**src/cpla_pkg.sv**
```systemverilog
package cpla_pkg;

  localparam int unsigned FIXED_SLOTS = 64;
  localparam int unsigned PAIR_CAPACITY_DEFAULT = 256;

  localparam int unsigned COLOR_W = 8;
  localparam int unsigned KEY_W = 2 * COLOR_W;
  localparam int unsigned MAX_PAIRS_W = 9;
  localparam int unsigned PAIR_INDEX_W = 8;

  localparam logic [MAX_PAIRS_W-1:0] MAX_PAIRS_RESET = 9'd256;

  // Opcode values of an input item.
  localparam logic OP_GET = 1'b0;
  localparam logic OP_CLEAR = 1'b1;

endpackage

```
**src/cpla_ram.sv**
```systemverilog
module cpla_ram #(
  parameter int unsigned WIDTH = 16,
  parameter int unsigned DEPTH = 192
) (
  input  logic                                    clk_i,
  input  logic                                    we_i,
  input  logic [((DEPTH > 1) ? $clog2(DEPTH) : 1)-1:0] waddr_i,
  input  logic [WIDTH-1:0]                        wdata_i,
  input  logic                                    re_i,
  input  logic [((DEPTH > 1) ? $clog2(DEPTH) : 1)-1:0] raddr_i,
  output logic [WIDTH-1:0]                        rdata_o
);

  logic [WIDTH-1:0] mem_q [DEPTH];
  logic [WIDTH-1:0] rdata_q;

  always_ff @(posedge clk_i) begin
    if (we_i) begin
      mem_q[waddr_i] <= wdata_i;
    end
    if (re_i) begin
      rdata_q <= mem_q[raddr_i];
    end
  end

  assign rdata_o = rdata_q;

endmodule

```
**src/color_pair_lookup_allocate.sv**
```systemverilog
// Color-pair slot allocator.
//
// An item is taken at a rising edge with start_i high and busy_o low. A get
// item (opcode 0) returns the slot for its foreground/background colors; a
// clear item (opcode 1) frees every dynamic slot and returns slot 0.
// The result shows on pair_index_o, newly_allocated_o and table_full_o for
// exactly one cycle, marked by done_o; the receiver cannot hold it off.
//
// A clear item or a pair with both colors below 8 gives its result in the
// cycle after it is taken. Any other pair scans the allocated dynamic
// slots one per cycle through the read port of the pair table, until a
// match or until all N slots in use are read (N at most PAIR_CAPACITY-64,
// 192 at the default capacity). busy_o is high for the whole scan; a new
// item may be taken in the cycle in which done_o is shown.
//
// The slot limit max_pairs_i is written whenever max_pairs_we_i is high, and
// should only change while the block is idle. Reset sets the limit to 256
// and frees all dynamic slots; the pair table itself needs no clearing.
module color_pair_lookup_allocate
  import cpla_pkg::*;
#(
  parameter int unsigned PAIR_CAPACITY = PAIR_CAPACITY_DEFAULT
) (
  input  logic                    clk_i,
  input  logic                    rst_ni,
  input  logic                    start_i,
  output logic                    busy_o,
  input  logic                    opcode_i,
  input  logic [COLOR_W-1:0]      fg_color_i,
  input  logic [COLOR_W-1:0]      bg_color_i,
  input  logic                    max_pairs_we_i,
  input  logic [MAX_PAIRS_W-1:0]  max_pairs_i,
  output logic                    done_o,
  output logic [PAIR_INDEX_W-1:0] pair_index_o,
  output logic                    newly_allocated_o,
  output logic                    table_full_o
);

  localparam int unsigned DYN_SLOTS = PAIR_CAPACITY - FIXED_SLOTS;
  localparam int unsigned AW = (DYN_SLOTS > 1) ? $clog2(DYN_SLOTS) : 1;
  localparam int unsigned UW = $clog2(PAIR_CAPACITY + 1);
  localparam int unsigned CW = (UW > MAX_PAIRS_W) ? UW : MAX_PAIRS_W;
  localparam int unsigned SW = (UW > PAIR_INDEX_W) ? UW : PAIR_INDEX_W;

  typedef enum logic {
    ST_IDLE,
    ST_SCAN
  } state_e;

  state_e                  state_q, state_d;
  logic [MAX_PAIRS_W-1:0]  max_pairs_q, max_pairs_d;
  logic [UW-1:0]           used_count_q, used_count_d;
  logic [UW-1:0]           ptr_q, ptr_d;
  logic [UW-1:0]           cmp_ptr_q, cmp_ptr_d;
  logic                    cmp_valid_q, cmp_valid_d;
  logic [KEY_W-1:0]        key_q, key_d;
  logic                    done_q, done_d;
  logic [PAIR_INDEX_W-1:0] pair_index_q, pair_index_d;
  logic                    newly_q, newly_d;
  logic                    full_q, full_d;

  logic [UW-1:0]    used_dyn;
  logic [CW-1:0]    used_ext;
  logic [CW-1:0]    limit;
  logic             no_free;
  logic [SW-1:0]    hit_slot;
  logic [SW-1:0]    new_slot;
  logic             ram_we;
  logic             ram_re;
  logic [KEY_W-1:0] ram_rdata;

  assign used_dyn = used_count_q - UW'(FIXED_SLOTS);
  assign used_ext = CW'(used_count_q);
  // The limit saturates at the table capacity.
  assign limit = (CW'(max_pairs_q) > CW'(PAIR_CAPACITY)) ? CW'(PAIR_CAPACITY)
                                                         : CW'(max_pairs_q);
  assign no_free = (used_ext >= limit);
  assign hit_slot = SW'(cmp_ptr_q) + SW'(FIXED_SLOTS);
  assign new_slot = SW'(used_count_q);

  always_comb begin
    state_d      = state_q;
    max_pairs_d  = max_pairs_we_i ? max_pairs_i : max_pairs_q;
    used_count_d = used_count_q;
    ptr_d        = ptr_q;
    cmp_ptr_d    = cmp_ptr_q;
    cmp_valid_d  = 1'b0;
    key_d        = key_q;
    done_d       = 1'b0;
    pair_index_d = pair_index_q;
    newly_d      = 1'b0;
    full_d       = 1'b0;
    ram_we       = 1'b0;
    ram_re       = 1'b0;

    case (state_q)
      ST_IDLE: begin
        if (start_i) begin
          key_d = {fg_color_i, bg_color_i};
          if (opcode_i == OP_CLEAR) begin
            used_count_d = UW'(FIXED_SLOTS);
            done_d       = 1'b1;
            pair_index_d = '0;
          end else if (fg_color_i < COLOR_W'(8) && bg_color_i < COLOR_W'(8)) begin
            done_d       = 1'b1;
            pair_index_d = PAIR_INDEX_W'({fg_color_i[2:0], bg_color_i[2:0]});
          end else begin
            state_d = ST_SCAN;
            ptr_d   = '0;
          end
        end
      end
      ST_SCAN: begin
        // Reads are issued one slot ahead of the compare, one slot a cycle.
        if (cmp_valid_q && ram_rdata == key_q) begin
          state_d      = ST_IDLE;
          done_d       = 1'b1;
          pair_index_d = hit_slot[PAIR_INDEX_W-1:0];
        end else if (ptr_q < used_dyn) begin
          ram_re      = 1'b1;
          cmp_valid_d = 1'b1;
          cmp_ptr_d   = ptr_q;
          ptr_d       = ptr_q + UW'(1);
        end else begin
          state_d = ST_IDLE;
          done_d  = 1'b1;
          if (no_free) begin
            pair_index_d = '0;
            full_d       = 1'b1;
          end else begin
            ram_we       = 1'b1;
            pair_index_d = new_slot[PAIR_INDEX_W-1:0];
            newly_d      = 1'b1;
            used_count_d = used_count_q + UW'(1);
          end
        end
      end
      default: begin
        state_d = ST_IDLE;
      end
    endcase
  end

  always_ff @(posedge clk_i or negedge rst_ni) begin
    if (!rst_ni) begin
      state_q      <= ST_IDLE;
      max_pairs_q  <= MAX_PAIRS_RESET;
      used_count_q <= UW'(FIXED_SLOTS);
      ptr_q        <= '0;
      cmp_ptr_q    <= '0;
      cmp_valid_q  <= 1'b0;
      key_q        <= '0;
      done_q       <= 1'b0;
      pair_index_q <= '0;
      newly_q      <= 1'b0;
      full_q       <= 1'b0;
    end else begin
      state_q      <= state_d;
      max_pairs_q  <= max_pairs_d;
      used_count_q <= used_count_d;
      ptr_q        <= ptr_d;
      cmp_ptr_q    <= cmp_ptr_d;
      cmp_valid_q  <= cmp_valid_d;
      key_q        <= key_d;
      done_q       <= done_d;
      pair_index_q <= pair_index_d;
      newly_q      <= newly_d;
      full_q       <= full_d;
    end
  end

  cpla_ram #(
    .WIDTH(KEY_W),
    .DEPTH(DYN_SLOTS)
  ) u_pair_table (
    .clk_i  (clk_i),
    .we_i   (ram_we),
    .waddr_i(used_dyn[AW-1:0]),
    .wdata_i(key_q),
    .re_i   (ram_re),
    .raddr_i(ptr_q[AW-1:0]),
    .rdata_o(ram_rdata)
  );

  assign busy_o            = (state_q != ST_IDLE);
  assign done_o            = done_q;
  assign pair_index_o      = pair_index_q;
  assign newly_allocated_o = newly_q;
  assign table_full_o      = full_q;

`ifndef SYNTHESIS
  a_used_range: assert property (@(posedge clk_i) disable iff (!rst_ni)
    used_count_q >= UW'(FIXED_SLOTS) && used_count_q <= UW'(PAIR_CAPACITY))
    else $error("used slot count out of range");

  a_flags_exclusive: assert property (@(posedge clk_i) disable iff (!rst_ni)
    done_o |-> !(newly_allocated_o && table_full_o))
    else $error("new slot and full table reported together");

  a_alloc_counts: assert property (@(posedge clk_i) disable iff (!rst_ni)
    (done_o && newly_allocated_o) |-> used_count_q == $past(used_count_q) + UW'(1))
    else $error("allocation did not advance the used count");

  a_short_item: assert property (@(posedge clk_i) disable iff (!rst_ni)
    (start_i && !busy_o && (opcode_i == OP_CLEAR ||
      (fg_color_i < COLOR_W'(8) && bg_color_i < COLOR_W'(8)))) |=> done_o && !busy_o)
    else $error("fixed slot or clear item did not finish in one cycle");

  a_scan_bounded: assert property (@(posedge clk_i) disable iff (!rst_ni)
    busy_o |-> ptr_q <= used_dyn)
    else $error("scan pointer passed the used slots");
`endif

endmodule
```
**config.mk**
```make
export PLATFORM = sky130hd
export DESIGN_NAME = color_pair_lookup_allocate
export DESIGN_NICKNAME = d
export VERILOG_FILES = /design/src/cpla_pkg.sv /design/src/cpla_ram.sv /design/src/color_pair_lookup_allocate.sv
export SDC_FILE = /design/constraint.sdc
export NUM_CORES = 2
export LEC_CHECK = 0
export BUFFER_PORTS_ARGS = -buffer_cell sky130_fd_sc_hd__buf_2
export CELL_PAD_IN_SITES_DETAIL_PLACEMENT = 2
export CELL_PAD_IN_SITES_GLOBAL_PLACEMENT = 2
export CORE_AREA = 5 5 645 647
export CTS_BUF_LIST = sky130_fd_sc_hd__clkbuf_4
export DETAILED_ROUTE_END_ITERATION = 8
export DIE_AREA = 0 0 650 652
export GPL_ROUTABILITY_DRIVEN = 0
export GPL_TIMING_DRIVEN = 1
export PLACE_DENSITY = 0.63
export SLEW_MARGIN = 10
export SYNTH_ARGS = -nofsm -noshare
export SYNTH_HDL_FRONTEND = slang
export SYNTH_SLANG_ARGS = --single-unit
```
**constraint.sdc**
```tcl
create_clock -name clk_i -period 16.24 [get_ports clk_i]
set_input_delay 3.248 -clock clk_i [delete_from_list [all_inputs] [get_ports clk_i]]
set_output_delay 3.248 -clock clk_i [all_outputs]
set_load 0.005 [all_outputs]
```
# After elaboration in Yosys (flattened, before gate mapping)
# Memories as Yosys holds them, arrays and structs flattened. A register that Yosys moved wholly into a read port is not among the register bits.
# Cells that the tools add are included.
[word_totals]
reg_bits = 64
ram_bits = 3072
input_bits = 30
out_inout_bits = 12
mem_count = 1
[classes]
addsub = 4
magnitude_cmp = 5
eq_ne = 11
n_mux = 43
n_bitwise = 2
n_reduce_logical = 7
[mem_list]
columns = ["memory", "depth", "word_bits", "read_ports", "rd_ports_with_merged_regs", "write_ports", "line", "source"]
rows = [
  ["u_pair_table.mem_q", 192, 16, 1, 1, 1, "cpla_ram.sv:14", "logic [WIDTH-1:0] mem_q [DEPTH];"],
]
[ops]
columns = ["operator", "count"]
rows = [
  ["9-bit two-way mux", 11],
  ["8-bit two-way mux", 6],
  ["9-bit case mux with 2 select lines", 2],
  ["1-bit two-way mux", 21],
  ["9-bit by 1-bit adder with 9-bit output (second input constant)", 2],
  ["16-bit == test", 1],
  ["8-bit by 4-bit less-than comparator with 1-bit output (second input constant)", 2],
  ["8-bit case mux with 2 select lines", 1],
  ["2-bit != test (second input constant)", 7],
  ["5-bit AND reduction", 2],
  ["9-bit greater-or-equal comparator", 1],
  ["9-bit greater-than comparator (second input constant)", 1],
  ["9-bit less-than comparator", 1],
  ["9-bit by 7-bit subtractor with 9-bit output (second input constant)", 1],
  ["8-bit by 7-bit adder with 8-bit output (second input constant)", 1],
  ["3-bit != test (second input constant)", 2],
  ["3-bit AND reduction", 2],
  ["1-bit case mux with 2 select lines", 2],
  ["1-bit logical AND", 2],
  ["2-bit by 1-bit != test with 1-bit output (second input constant)", 1],
  ["1-bit inverter", 2],
  ["2-bit AND reduction", 1],
]

# Logic depth before layout (Yosys ltp)
[depth]
depth_word = 9
ltp_mapped = 13
depth_no_buf = 11

# Modules after synthesis
# A second synthesis with hierarchy kept.
[unflattened]
cells_unflattened = 5266
hier_area_um2 = 122082.1
[by_module_without_submodules]
columns = ["mod", "n_inst", "cells_per_inst", "area_each_um2"]
rows = [
  ["cpla_ram", 1, 4937, 118416.1],
  ["color_pair_lookup_allocate", 1, 329, 3666.0],
]

# Least setup slack after synthesis
# OpenSTA, ideal clock, no wires.
[synth_timing]
kind = "register to register"
from = "register key_q[9]"
to = "memory u_pair_table.mem_q[164][0] (enable)"
arrival_time_ns = 5.007
required_time_ns = 15.831
slack_ns = 10.824
path_stages_with_launch = 10
cell_sequence = "dfrtp_1 > xnor2_1 > nand4_1 > nor4_1 > a21oi_1 > o211ai_1 > clkbuf_1 > clkbuf_1 > buf_2 > nor3_1"
[synth_between]
elab_chain_len = 6
[synth_lines]
columns = ["element", "line", "source"]
rows = [
  ["start, declared", "color_pair_lookup_allocate.sv:56", "logic [KEY_W-1:0] key_q, key_d;"],
  ["start signal, assigned", "color_pair_lookup_allocate.sv:164", "key_q <= key_d;"],
  ["16-bit == test", "color_pair_lookup_allocate.sv:115", "if (cmp_valid_q && ram_rdata == key_q) begin"],
  ["1-bit logical AND", "color_pair_lookup_allocate.sv:115", ""],
  ["1-bit two-way mux", "color_pair_lookup_allocate.sv:115", ""],
  ["1-bit two-way mux", "color_pair_lookup_allocate.sv:96", "case (state_q)"],
  ["1-bit two-way mux", "cpla_ram.sv:18", "if (we_i) begin"],
  ["1-bit two-way mux (implied by the code)", "cpla_ram.sv:19", "mem_q[waddr_i] <= wdata_i;"],
  ["end, declared", "cpla_ram.sv:14", ""],
]
# No other way between the ends.

# Worst setup path in the final report
[layout_timing]
from = "register ptr_q[0]"
to = "register u_pair_table.rdata_q[11] (netlist: u_pair_table.rdata_o[11]) (read register of u_pair_table.mem_q), data pin"
[layout_between]
elab_chain_len = 4
[layout_lines]
columns = ["element", "line", "source"]
rows = [
  ["start, declared", "color_pair_lookup_allocate.sv:53", "logic [UW-1:0] ptr_q, ptr_d;"],
  ["start signal, assigned", "color_pair_lookup_allocate.sv:161", "ptr_q <= ptr_d;"],
  ["9-bit less-than comparator", "color_pair_lookup_allocate.sv:119", "end else if (ptr_q < used_dyn) begin"],
  ["1-bit two-way mux", "color_pair_lookup_allocate.sv:119", ""],
  ["1-bit two-way mux", "color_pair_lookup_allocate.sv:115", ""],
  ["1-bit two-way mux", "color_pair_lookup_allocate.sv:96", ""],
  ["end, declared", "cpla_ram.sv:15", "logic [WIDTH-1:0] rdata_q;"],
]
# Several ways; a longest one is shown, not always the timed one.
# A chain may end at the register's enable or synchronous reset.

==> reports/results.txt <==
Fmax = 154 MHz
Share of Yosys cell area claimed by the top area cell type = 0.759
Register area share after synthesis = 0.772
FF-to-FF path depth = 9
Crit-path max FO = 48
Port bufs = 41
DR WL/cell = 32.6 µm
Layout area overhead = 15.5%
RSZ-0062 raised after global routing = no
Startpoint types = flip-flop
Synthesized area = 0.122 mm²
Power, Total = 0.0219 W
Leading area contributor after synthesis = edfxtp_1
Crit path DAT = 7.75 ns
GRT Util Overall = 0.188
Final setup vio count = 0
CP Capture Type = flip-flop
Fin Setup TNS = 0 ns
Clock-pin slew on the worst setup and hold paths = 0.06 ns
First-pass GRT wire length = 570,000 µm
Main flop type after synthesis = edfxtp_1
Die width = 650 µm
Core ar. = 0.409 mm²
HP Class = flip-flop to flip-flop
Design Area, Final = 0.141 mm²
Worst reg2reg startpoint = ptr_q[0]
Max Cap Viol = 0
I/O pin count = 42
CP Class = flip-flop to flip-flop
Register area = 0.0944 mm²
Largest net degree at the start of global routing = 122
Hold Crit Depth = 2
Fin. Hold Viols = 0
Row count = 235
Tmin final = 6.50 ns
Period utilization = 0.400
GR Overflow Total = 0
CTS H-tree depth = 6
Drt drc = 0
DRT Pass-1 Iters = 5
Number of global-route vias before repair = 72,300
Post-synth EDFFs = 3,088
Postcts setup bufs = 0
Power Density = 155 mW/mm²
Multi-input logic area = 0.0269 mm²
CTS Buf Count = 796
Number of distinct library cells after synthesis = 71
Post-Synthesis Cells = 5,580
HP Start = cmp_ptr_q[3]
Worst hold endpoint = cmp_ptr_q[3]
Syn_area_per_cell = 21.9 µm²
Worst vdd ir = 0.113 mV
Status = finished clean
Vias per cell = 5.28
Leak = 43.6 nW
DP HPWL = 232,000 µm
Clk_skew = 0.157 ns
Fin util = 0.345
Post-cts hold buffer count = 0
Top cells by area, synth = edfxtp_1 (76%), mux4_2 (14%), mux2i_1 (1.8%)
Worst-Margin Slew = 1.32 ns
Initial core utilization = 0.299
Via count = 65,900
Yosys reg bits = 3,152
Syn_nets = 5,637
Worst r2r dst = u_pair_table.rdata_o[11]
Clock Sinks = 3,152
TritonCTS clock tree = yes
Clock latency on the worst-skew pair = 1.65 ns
CTS root buffer = clkbuf_4
Post-DRT Antenna Nets = 0
Nets = 6,491
DRT Wirelength = 407,000 µm
Placed cell areas = 0.131 mm²
Clock Path Buffers = 4
Die area = 0.424 mm²
Layout cells sized above 1 = 0.375
Initial antenna violation count = 27
R2R Setup Slk = 9.74 ns
Async set-reset flop share out of synthesis = 0.0203
Die Height = 652 µm
Final Slew Violations = 0
Detailed Route Iter0 Violations = 7,431
Yosys Warn Count = 0
Slew headroom = 0.113
# fillers = 39,800
CP Data Required Time = 17.49 ns
CTS resizes = 0
-- power by group --
part,switching (W),leakage [nW],internal (W)
Clock,0.00339,5.93,0.00345
Sequential,0.000263,28.5,0.00992
Combinational,0.00313,9.15,0.00173
Total,0.00678,43.6,0.0151
-- cell type report --
class                   count  share of cell area
clock inverters           221             0.00916
diodes                      9            0.000160
clock buffers            1161              0.0617
well taps                5451              0.0483
inverters                  31            0.000842
repair buffers            383              0.0206
multi-input cells        2070               0.190
flip-flops and latches   3152               0.669
-- metrics by stage --
step | hold slack [ns] | cells | setup slack [ns]
final | 0.497 | 12500 | 9.74
after global routing | 0.519 | 12500 | 9.33
after CTS | 0.501 | 12500 | 9.62
after detailed placement | 0.484 | 11100 | 9.63
after global placement | 0.467 | 11100 | 9.47
after floorplan | 0.446 | 5580 | 10.82
-- cells by family after synthesis --
logic type,synth area share
compound gates,0.0278
xor+xnor,0.00151
fa+ha+maj,0.00276
buf+inv,0.0159
flops,0.772
mux,0.159
simple gates,0.0205
-- worst max-delay path by stage --
stage | to | depth (start not counted) | start | slack, ns
6_report | u_pair_table.rdata_o[11] | 9 | ptr_q[0] | 9.74
5_1_grt | u_pair_table.rdata_o[11] | 9 | ptr_q[0] | 9.33
4_1_cts | u_pair_table.rdata_o[11] | 9 | ptr_q[0] | 9.62
3_5_place_dp | u_pair_table.rdata_o[4] | 9 | ptr_q[0] | 9.63
3_3_place_gp | u_pair_table.rdata_o[15] | 10 | ptr_q[0] | 9.47
2_1_floorplan | u_pair_table.mem_q[164][0] | 9 | key_q[9] | 10.82
-- cells in the mapped netlist, types with 62 or more instances --
cell      count
a21oi_1      87
buf_2        90
mux2i_1     214
nor2_1       85
clkbuf_1    127
nor3_1      172
mux4_2      751
a22oi_1     112
dfrtp_1      62
edfxtp_1   3088
nand2_1     160
-- cells in the final DEF, fill, tap and decap left out, drive strengths merged, types with 25 or more instances in the layout --
cell / count
clkbuf: 1161
o21ai: 49
mux2: 38
nor3: 172
mux4: 751
o22ai: 25
inv: 48
a211oi: 29
a22oi: 112
nand3: 44
buf: 383
a221oi: 44
mux2i: 214
dfrtp: 62
ha: 27
nor2: 85
edfxtp: 3088
a21oi: 88
clkinv: 177
nand2: 160
-- state kept, by name (all words and copies together) (netlist names) --
signal and flops:
u_pair_table.mem_q 3072, key_q 16, u_pair_table.rdata_o 16, max_pairs_q 9, new_slot 9, ptr_q 9, cmp_ptr_q 8, pair_index_o 8
busy_o 1, cmp_valid_q 1, done_o 1, newly_allocated_o 1, table_full_o 1
-- critical path, cell delays in order, from the launching register on --
cell and delay [ns]:
dfrtp_4 0.94, buf_4 0.86, buf_4 0.77, buf_4 0.88, mux4_2 0.60, mux4_2 0.51, a22o_1 0.29, o21ai_0 0.71
buf_4 0.27, o31ai_1 0.07
-- per-layer routing --
metal / GRT usage / vias to the layer above / routed length (µm)
met3: 0.0327 / 730 / 28300
met5: 0 / - / 117
li1: - / 25900 / -
met1: 0.242 / 36200 / 161000
met4: 0.0738 / 16 / 15100
met2: 0.315 / 3120 / 203000
Note: power is estimated with default switching activity, not from simulation.
